`src/sv/cbd_pkg.sv`:
```
// Shared types and constants for the chunked body decoder.
// No dependencies; imported by every module of the block.
`default_nettype none

package cbd_pkg;

  // Width of the chunk size accumulator and remaining count
  localparam int SIZE_BITS  = 32;
  localparam int MaxDigits  = SIZE_BITS / 4;
  localparam int DigitW     = $clog2(MaxDigits + 1);
  localparam int LeftW      = 32;
  localparam int QueueDepth = 4;
  localparam int QPtrW      = $clog2(QueueDepth);
  localparam int QCntW      = $clog2(QueueDepth + 1);

  // Input operation codes
  localparam logic OP_BYTE    = 1'b0;
  localparam logic OP_RESTART = 1'b1;

  localparam logic [7:0] CHAR_CR = 8'h0D;
  localparam logic [7:0] CHAR_LF = 8'h0A;
  localparam logic [1:0] TRAILER_BYTES = 2'd2;

  // Result kinds
  typedef enum logic [1:0] {
    KIND_PAYLOAD = 2'd0,
    KIND_END     = 2'd1,
    KIND_ERROR   = 2'd2
  } kind_t;

  // Classified input item passed from front to back
  typedef struct packed {
    logic       restart;
    logic [7:0] data;
    logic       is_hex;
    logic [3:0] hex_val;
    logic       is_cr;
    logic       is_lf;
  } cbd_item_t;

endpackage

`default_nettype wire

```
`src/sv/cbd_front.sv`:
```
// Front end: classifies each accepted byte (hex digit, CR, LF, restart).
// Depends on cbd_pkg.
`default_nettype none

module cbd_front
  import cbd_pkg::*;
(
  input  wire logic       op,
  input  wire logic [7:0] data_byte,
  output cbd_item_t       item
);

  // Hex digit, CR, LF and restart decode
  always_comb begin
    item.restart = (op == OP_RESTART);
    item.data    = data_byte;
    item.is_cr   = (data_byte == CHAR_CR);
    item.is_lf   = (data_byte == CHAR_LF);
    item.is_hex  = 1'b0;
    item.hex_val = 4'd0;
    if (data_byte >= "0" && data_byte <= "9") begin
      item.is_hex  = 1'b1;
      item.hex_val = 4'(data_byte - "0");
    end else if (data_byte >= "a" && data_byte <= "f") begin
      item.is_hex  = 1'b1;
      item.hex_val = 4'(data_byte - "a" + 8'd10);
    end else if (data_byte >= "A" && data_byte <= "F") begin
      item.is_hex  = 1'b1;
      item.hex_val = 4'(data_byte - "A" + 8'd10);
    end
  end

endmodule

`default_nettype wire

```
`src/sv/cbd_queue.sv`:
```
// Short queue of classified items between front and back.
// Depends on cbd_pkg.
`default_nettype none

module cbd_queue
  import cbd_pkg::*;
(
  input  wire logic      clk,
  input  wire logic      rst,
  input  wire logic      wr_en,
  input  wire cbd_item_t wr_item,
  output logic           full,
  input  wire logic      rd_en,
  output cbd_item_t      rd_item,
  output logic           has_item
);

  cbd_item_t        mem [QueueDepth];
  logic [QPtrW-1:0] wptr;
  logic [QPtrW-1:0] rptr;
  logic [QCntW-1:0] count;

  assign full     = (count == QCntW'(QueueDepth));
  assign has_item = (count != '0);
  assign rd_item  = mem[rptr];

  // Storage
  always_ff @(posedge clk) begin
    if (wr_en) begin
      mem[wptr] <= wr_item;
    end
  end

  // Pointers and fill count
  always_ff @(posedge clk) begin
    if (rst) begin
      wptr  <= '0;
      rptr  <= '0;
      count <= '0;
    end else begin
      if (wr_en) wptr <= wptr + QPtrW'(1);
      if (rd_en) rptr <= rptr + QPtrW'(1);
      if (wr_en && !rd_en) begin
        count <= count + QCntW'(1);
      end else if (rd_en && !wr_en) begin
        count <= count - QCntW'(1);
      end
    end
  end

endmodule

`default_nettype wire

```
`src/sv/cbd_back.sv`:
```
// Back end: chunk parsing state machine with a one-entry result register.
// Depends on cbd_pkg.
`default_nettype none

module cbd_back
  import cbd_pkg::*;
(
  input  wire logic        clk,
  input  wire logic        rst,
  input  wire logic        has_item,
  input  wire cbd_item_t   item,
  output logic             take,
  output logic             empty,
  input  wire logic        pop,
  output logic [1:0]       kind,
  output logic [7:0]       payload_byte,
  output logic [LeftW-1:0] bytes_left
);

  typedef enum logic [2:0] {
    PH_SIZE,
    PH_DATA,
    PH_SKIP,
    PH_DONE,
    PH_ERROR
  } phase_t;

  phase_t                phase, phase_next;
  logic [SIZE_BITS-1:0]  size_accum, size_accum_next;
  logic [DigitW-1:0]     digit_cnt, digit_cnt_next;
  logic                  past_digits, past_digits_next;
  logic                  saw_cr, saw_cr_next;
  logic [SIZE_BITS-1:0]  remaining, remaining_next;
  logic [1:0]            skip_cnt, skip_cnt_next;
  logic                  emit;
  kind_t                 emit_kind;
  logic [7:0]            emit_byte;
  logic [LeftW-1:0]      emit_left;
  logic                  out_valid;
  kind_t                 out_kind;
  logic [SIZE_BITS-1:0]  rem_dec;
  logic [1:0]            skip_dec;

  // Take an item when the result register is free or being drained
  assign take         = has_item && (!out_valid || pop);
  assign empty        = !out_valid;
  assign kind         = out_kind;
  assign rem_dec      = remaining - SIZE_BITS'(1);
  assign skip_dec     = (skip_cnt != 2'd0) ? skip_cnt - 2'd1 : 2'd0;

  // Next-state and result decode
  always_comb begin
    phase_next       = phase;
    size_accum_next  = size_accum;
    digit_cnt_next   = digit_cnt;
    past_digits_next = past_digits;
    saw_cr_next      = saw_cr;
    remaining_next   = remaining;
    skip_cnt_next    = skip_cnt;
    emit             = 1'b0;
    emit_kind        = KIND_PAYLOAD;
    emit_byte        = 8'd0;
    emit_left        = '0;
    if (item.restart) begin
      phase_next       = PH_SIZE;
      size_accum_next  = '0;
      digit_cnt_next   = '0;
      past_digits_next = 1'b0;
      saw_cr_next      = 1'b0;
      remaining_next   = '0;
      skip_cnt_next    = 2'd0;
    end else begin
      unique case (phase)
        PH_SIZE: begin
          if (saw_cr && item.is_lf) begin
            if (size_accum == '0) begin
              phase_next = PH_DONE;
              emit       = 1'b1;
              emit_kind  = KIND_END;
            end else begin
              remaining_next = size_accum;
              phase_next     = PH_DATA;
            end
          end else begin
            saw_cr_next = item.is_cr;
            if (!past_digits && item.is_hex) begin
              if (digit_cnt >= DigitW'(MaxDigits)) begin
                phase_next = PH_ERROR;
                emit       = 1'b1;
                emit_kind  = KIND_ERROR;
              end else begin
                size_accum_next = {size_accum[SIZE_BITS-5:0], item.hex_val};
                digit_cnt_next  = digit_cnt + DigitW'(1);
              end
            end else begin
              past_digits_next = 1'b1;
            end
          end
        end
        PH_DATA: begin
          remaining_next = rem_dec;
          if (rem_dec == '0) begin
            phase_next    = PH_SKIP;
            skip_cnt_next = TRAILER_BYTES;
          end
          emit      = 1'b1;
          emit_kind = KIND_PAYLOAD;
          emit_byte = item.data;
          emit_left = LeftW'(rem_dec);
        end
        PH_SKIP: begin
          skip_cnt_next = skip_dec;
          if (skip_dec == 2'd0) begin
            phase_next       = PH_SIZE;
            size_accum_next  = '0;
            digit_cnt_next   = '0;
            past_digits_next = 1'b0;
            saw_cr_next      = 1'b0;
          end
        end
        PH_DONE, PH_ERROR: begin
        end
        default: begin
        end
      endcase
    end
  end

  // State and result register
  always_ff @(posedge clk) begin
    if (rst) begin
      phase       <= PH_SIZE;
      size_accum  <= '0;
      digit_cnt   <= '0;
      past_digits <= 1'b0;
      saw_cr      <= 1'b0;
      remaining   <= '0;
      skip_cnt    <= 2'd0;
      out_valid   <= 1'b0;
      out_kind    <= KIND_PAYLOAD;
    end else begin
      if (take) begin
        phase       <= phase_next;
        size_accum  <= size_accum_next;
        digit_cnt   <= digit_cnt_next;
        past_digits <= past_digits_next;
        saw_cr      <= saw_cr_next;
        remaining   <= remaining_next;
        skip_cnt    <= skip_cnt_next;
      end
      // A new result replaces the one being popped
      if (take && emit) begin
        out_valid    <= 1'b1;
        out_kind     <= emit_kind;
        payload_byte <= emit_byte;
        bytes_left   <= emit_left;
      end else if (pop) begin
        out_valid <= 1'b0;
      end
    end
  end

endmodule

`default_nettype wire

```
`src/sv/chunked_body_decoder.sv`:
```
// HTTP chunked body decoder top level: front classifier, item queue, back FSM.
// Depends on cbd_pkg, cbd_front, cbd_queue, cbd_back.
//
// Usage:
//   Input side is a queue write port: drive op/data_byte and raise push;
//   the item is taken on a clock edge where push is high and full is low.
//   op 0 carries one body byte, op 1 restarts parsing for a new body.
//   Result side is a queue read port: while empty is low, kind,
//   payload_byte and bytes_left show the oldest result; pop takes it.
//   Size-line bytes give no result but end on a zero size, error on a ninth
//   digit. Nor do the two bytes after chunk data or bytes after end or error.
// Timing:
//   One item per cycle sustained while the FSM is not held by a waiting
//   result. An item's result is registered after the queue write on the
//   accepting edge and the state machine step into the result register.
//   A four-entry queue sits between classifier and FSM.
// Stalls:
//   While a result waits, the FSM holds and later items collect in the
//   queue; full rises once four are waiting. Nothing is dropped.
// Reset:
//   rst (synchronous) empties the queue and result register and returns
//   the parser to the start of a size line.
`default_nettype none

module chunked_body_decoder
  import cbd_pkg::*;
(
  input  wire logic        clk,
  input  wire logic        rst,
  input  wire logic        push,
  output logic             full,
  input  wire logic        op,
  input  wire logic [7:0]  data_byte,
  output logic             empty,
  input  wire logic        pop,
  output logic [1:0]       kind,
  output logic [7:0]       payload_byte,
  output logic [LeftW-1:0] bytes_left
);

  cbd_item_t front_item;
  cbd_item_t head_item;
  logic      q_has_item;
  logic      back_take;
  logic      push_ok;

  assign push_ok = push && !full;

  cbd_front u_front (
    .op        (op),
    .data_byte (data_byte),
    .item      (front_item)
  );

  cbd_queue u_queue (
    .clk      (clk),
    .rst      (rst),
    .wr_en    (push_ok),
    .wr_item  (front_item),
    .full     (full),
    .rd_en    (back_take),
    .rd_item  (head_item),
    .has_item (q_has_item)
  );

  cbd_back u_back (
    .clk          (clk),
    .rst          (rst),
    .has_item     (q_has_item),
    .item         (head_item),
    .take         (back_take),
    .empty        (empty),
    .pop          (pop),
    .kind         (kind),
    .payload_byte (payload_byte),
    .bytes_left   (bytes_left)
  );

endmodule

`default_nettype wire
```
`config.mk`:
```
export PLATFORM = sky130hd
export DESIGN_NAME = chunked_body_decoder
export DESIGN_NICKNAME = d
export VERILOG_FILES = /design/src/sv/cbd_pkg.sv /design/src/sv/cbd_front.sv /design/src/sv/cbd_queue.sv /design/src/sv/cbd_back.sv /design/src/sv/chunked_body_decoder.sv
export SDC_FILE = /design/constraint.sdc
export NUM_CORES = 1
export LEC_CHECK = 0
export BUFFER_PORTS_ARGS = -buffer_cell sky130_fd_sc_hd__buf_4
export CAP_MARGIN = 5
export CELL_PAD_IN_SITES_DETAIL_PLACEMENT = 2
export CELL_PAD_IN_SITES_GLOBAL_PLACEMENT = 2
export CORE_UTILIZATION = 39
export CTS_CLUSTER_DIAMETER = 50
export CTS_CLUSTER_SIZE = 25
export DETAILED_ROUTE_END_ITERATION = 10
export GPL_ROUTABILITY_DRIVEN = 0
export PLACE_DENSITY_LB_ADDON = 0.2
export RECOVER_POWER = 100
export SETUP_SLACK_MARGIN = 0.1
export SYNTH_ARGS = -nofsm -noshare
export SYNTH_HDL_FRONTEND = slang
export SYNTH_SLANG_ARGS = --single-unit
export TNS_END_PERCENT = 50
```
`constraint.sdc`:
```
create_clock -name clk -period 8.65 [get_ports clk]
set_input_delay 1.2975 -clock clk [delete_from_list [all_inputs] [get_ports clk]]
set_output_delay 1.2975 -clock clk [all_outputs]
set_load 0.005 [all_outputs]
```
==> metrics.cfg <==
[global_route]
grt_pass1_wl_um=37040
grt_max_degree=65
grt_pass1_vias=6605
track_usage_pct=22.08
grt_overflow_total=0
grt_antenna_before_repair=0

[clock_network]
numCtsBuffers=17
cts_tree=built
ctsHoldBuffers=0
cts_sinks=191
post_cts_buffers=0
cts.clk_slew.worst_paths_ns=0.07
cts_buffer_depth=2
htree_levels=4
cts_resized=0
clkLatencyLatePin_ns=0.44
cts-root-buf=clkbuf_16

[power_and_ir_drop]
power_mw=3.280
irDropWorstVdd_v=0.0001434
powerDensity_mw_per_mm2=341.3
power_leakage_nw=3.108

[synth]
synth_edf_count=104
seq_area_frac_synth_pct=57.07
yosysTopAreaCell=edfxtp_1
async_reset_ff_share_pct=0
yosys-top-cells-area=edfxtp_1, dfxtp_1, a21oi_1
yosys.area.top_type_share_pct=36.64
synth_ff_type=edfxtp_1
synth.avg_cell_area_sq_um=11.11
netlist_area_sq_mm=0.008524
syn_nets=794
yosys-top-cells-count=edfxtp_1, dfxtp_1, nor2_1
ys.warnings.count=0
ys_ff_latch=191
yosys.cell_types.count=68
syn_inst=767
synth.most_common_cell=edfxtp_1

[critical_path]
timing.rr.end=u_back.bytes_left[5]$_SDFFCE_PN0P_
crit_path_end_kind=flop
crit_slowest_cell=nor2_1
critical_path.top_delay_family=simple AND/OR/NAND/NOR gates
max_stage_delay_ns=1.48
r2r_setup_slack_ns=3.34
worst-path-buf-inv=1
crit_end=u_back.bytes_left[5]$_SDFFCE_PN0P_
cp_max_fo=21
path_class=flop to flop
rr_worst_depth=7
crit_arrival_ns=5.37
cp-start-kind=flop
crit_cells=7
critical_path_required_ns=8.71
crit_chain=mux4_2 -> nor4_1 -> nand2_1 -> nor3_1 -> o31ai_1 -> nor2_1 -> clkbuf_1

[flow_run]
maxCapViolCount=3

[outcome]
violations=capacitance limit, slew limit
status=complete, but fails checks

[sta]
finalHoldViolCount=0
maxSlewHeadroom_pct=-93.01
setup_violations=0
worst_pin_slew_ns=2.895
min_period_ns=5.308
rsz0062_at_grt=no
skew_ns=0.01126
slew_violations=123
tns_ns=0
fin_crit_sh_pct=61.36
clock.fmax_mhz=188.4

[place]
io_buffers=56
dp_hpwl_um=16270

[detailed_routing]
final_antenna_net_count=0
drt_wl_total_um=23140
viasPerCell=5.669
drc=0
wl_per_cell_um=21.30
vias=6157
dr.pass1.iters=4
drtIter0Drc=183

[floorplan]
die_w_um=149.8
die_y_um=149.8
die_area_sq_mm=0.02245
initial_core_util_pct=40.17
core_sq_mm=0.02122
ios=57
rows=53

[layout]
nets=825
layout-drive-gt1-share_pct=14.06
antenna_cells_inserted=0
area_growth_pct=12.74

[min_path]
hold_path_class=flop to flop

[worst min-delay path by stage]
stage | startpoint | to | depth (start not counted) | slack (ns)
2_1_floorplan | u_back.past_digits$_SDFFE_PP0P_ | u_back.past_digits$_SDFFE_PP0P_ | 2 | 0.43
3_3_place_gp | u_back.past_digits$_SDFFE_PP0P_ | u_back.past_digits$_SDFFE_PP0P_ | 2 | 0.44
3_5_place_dp | u_back.past_digits$_SDFFE_PP0P_ | u_back.past_digits$_SDFFE_PP0P_ | 2 | 0.45
4_1_cts | u_back.past_digits$_SDFFE_PP0P_ | u_back.past_digits$_SDFFE_PP0P_ | 2 | 0.46
5_1_grt | u_back.kind[0]$_SDFFE_PP0P_ | u_back.kind[0]$_SDFFE_PP0P_ | 2 | 0.49
6_report | u_back.kind[0]$_SDFFE_PP0P_ | u_back.kind[0]$_SDFFE_PP0P_ | 2 | 0.46
[logic make-up after synthesis]
kind of cell               Yosys count  synth area share, %
AOI/OAI and AO/OA                  155                11.54
xor gates and xnor gates            32                3.288
adders and majority gates           14                2.143
buffers and inverters               68                3.581
DFF                                191                57.07
muxes                               19                4.580
and+or+nand+nor                    288                17.80
[worst min-delay path: stages (launching register included)]
cell and delay (ns):
dfxtp_1 0.31, nand2_1 0.05, a21oi_1 0.05
[power by group]
part	switching [mW]	internal [mW]	total, mW
Sequential	0.186	1.09	1.27
Combinational	0.763	0.449	1.21
Clock	0.381	0.413	0.794
[flip-flops by register name, indices dropped and copies added (netlist names), 2 cells and up, named ones only]
signal               cells
u_back.bytes_left       32
u_back.digit_cnt         4
u_back.kind              2
u_back.payload_byte      8
u_back.phase             3
u_back.remaining        32
u_back.size_accum       32
u_back.skip_cnt          2
u_queue.count            3
u_queue.mem             64
u_queue.rptr             2
u_queue.wptr             2
[placed cells by master (no fill, tap or decap), drive strengths merged, types with 2 or more instances in the layout]
| master | n |
|---|---|
| edfxtp | 104 |
| dfxtp | 87 |
| nor2 | 86 |
| a21oi | 83 |
| clkbuf | 73 |
| nand2 | 62 |
| nand3 | 44 |
| a211oi | 32 |
| inv | 25 |
| nor4 | 20 |
| mux4 | 16 |
| xnor2 | 16 |
| xor2 | 16 |
| nor3 | 15 |
| ha | 13 |
| o21ai | 10 |
| nand4 | 9 |
| and3 | 9 |
| and2 | 8 |
| o31ai | 7 |
| nand3b | 6 |
| buf | 6 |
| clkinv | 6 |
| nand2b | 5 |
| or3 | 5 |
| nor3b | 5 |
| mux2i | 3 |
| a211o | 3 |
| nand4b | 3 |
| or4 | 3 |
| nor2b | 2 |
| nor4b | 2 |
| o22ai | 2 |
| o31a | 2 |
| o211ai | 2 |
| o21a | 2 |
[layer usage]
layer	vias up	routed length, um	global-route usage (%)	share of wire [%]
li1	2876	-	-	-
met2	76	12290	40.19	53
met1	3177	9961	26.09	43
met4	0	399	7.273	1.7
met5	-	0	0	0
met3	28	486	3.902	2.1
[metrics by stage]
| step | instances | hold WS (ns) | util, % | instance area, sq um | worst slack, ns |
|---|---|---|---|---|---|
| after floorplan | 767 | 0.4268 | - | 8524 | 4.595 |
| after global placement | 1054 | 0.4429 | 42.95 | 9115 | 4.923 |
| after detailed placement | 1054 | 0.4548 | 42.95 | 9115 | 4.823 |
| after CTS | 1086 | 0.4645 | 45.76 | 9711 | 4.772 |
| after global routing | 1086 | 0.4896 | 45.29 | 9610 | 2.953 |
| final | 1086 | 0.4641 | 45.29 | 9610 | 3.342 |
[layout make-up]
class | instances | area (sq um)
clock buffer | 17 | 425.4
clock inverter | 15 | 170.2
fill | 2169 | 11610
inverter | 18 | 67.56
multi-input combinational | 508 | 3322
sequential | 191 | 4865
tap | 275 | 344.1
timing repair buffer | 62 | 416.7
No activity file was read; power rests on OpenSTA's default activity.
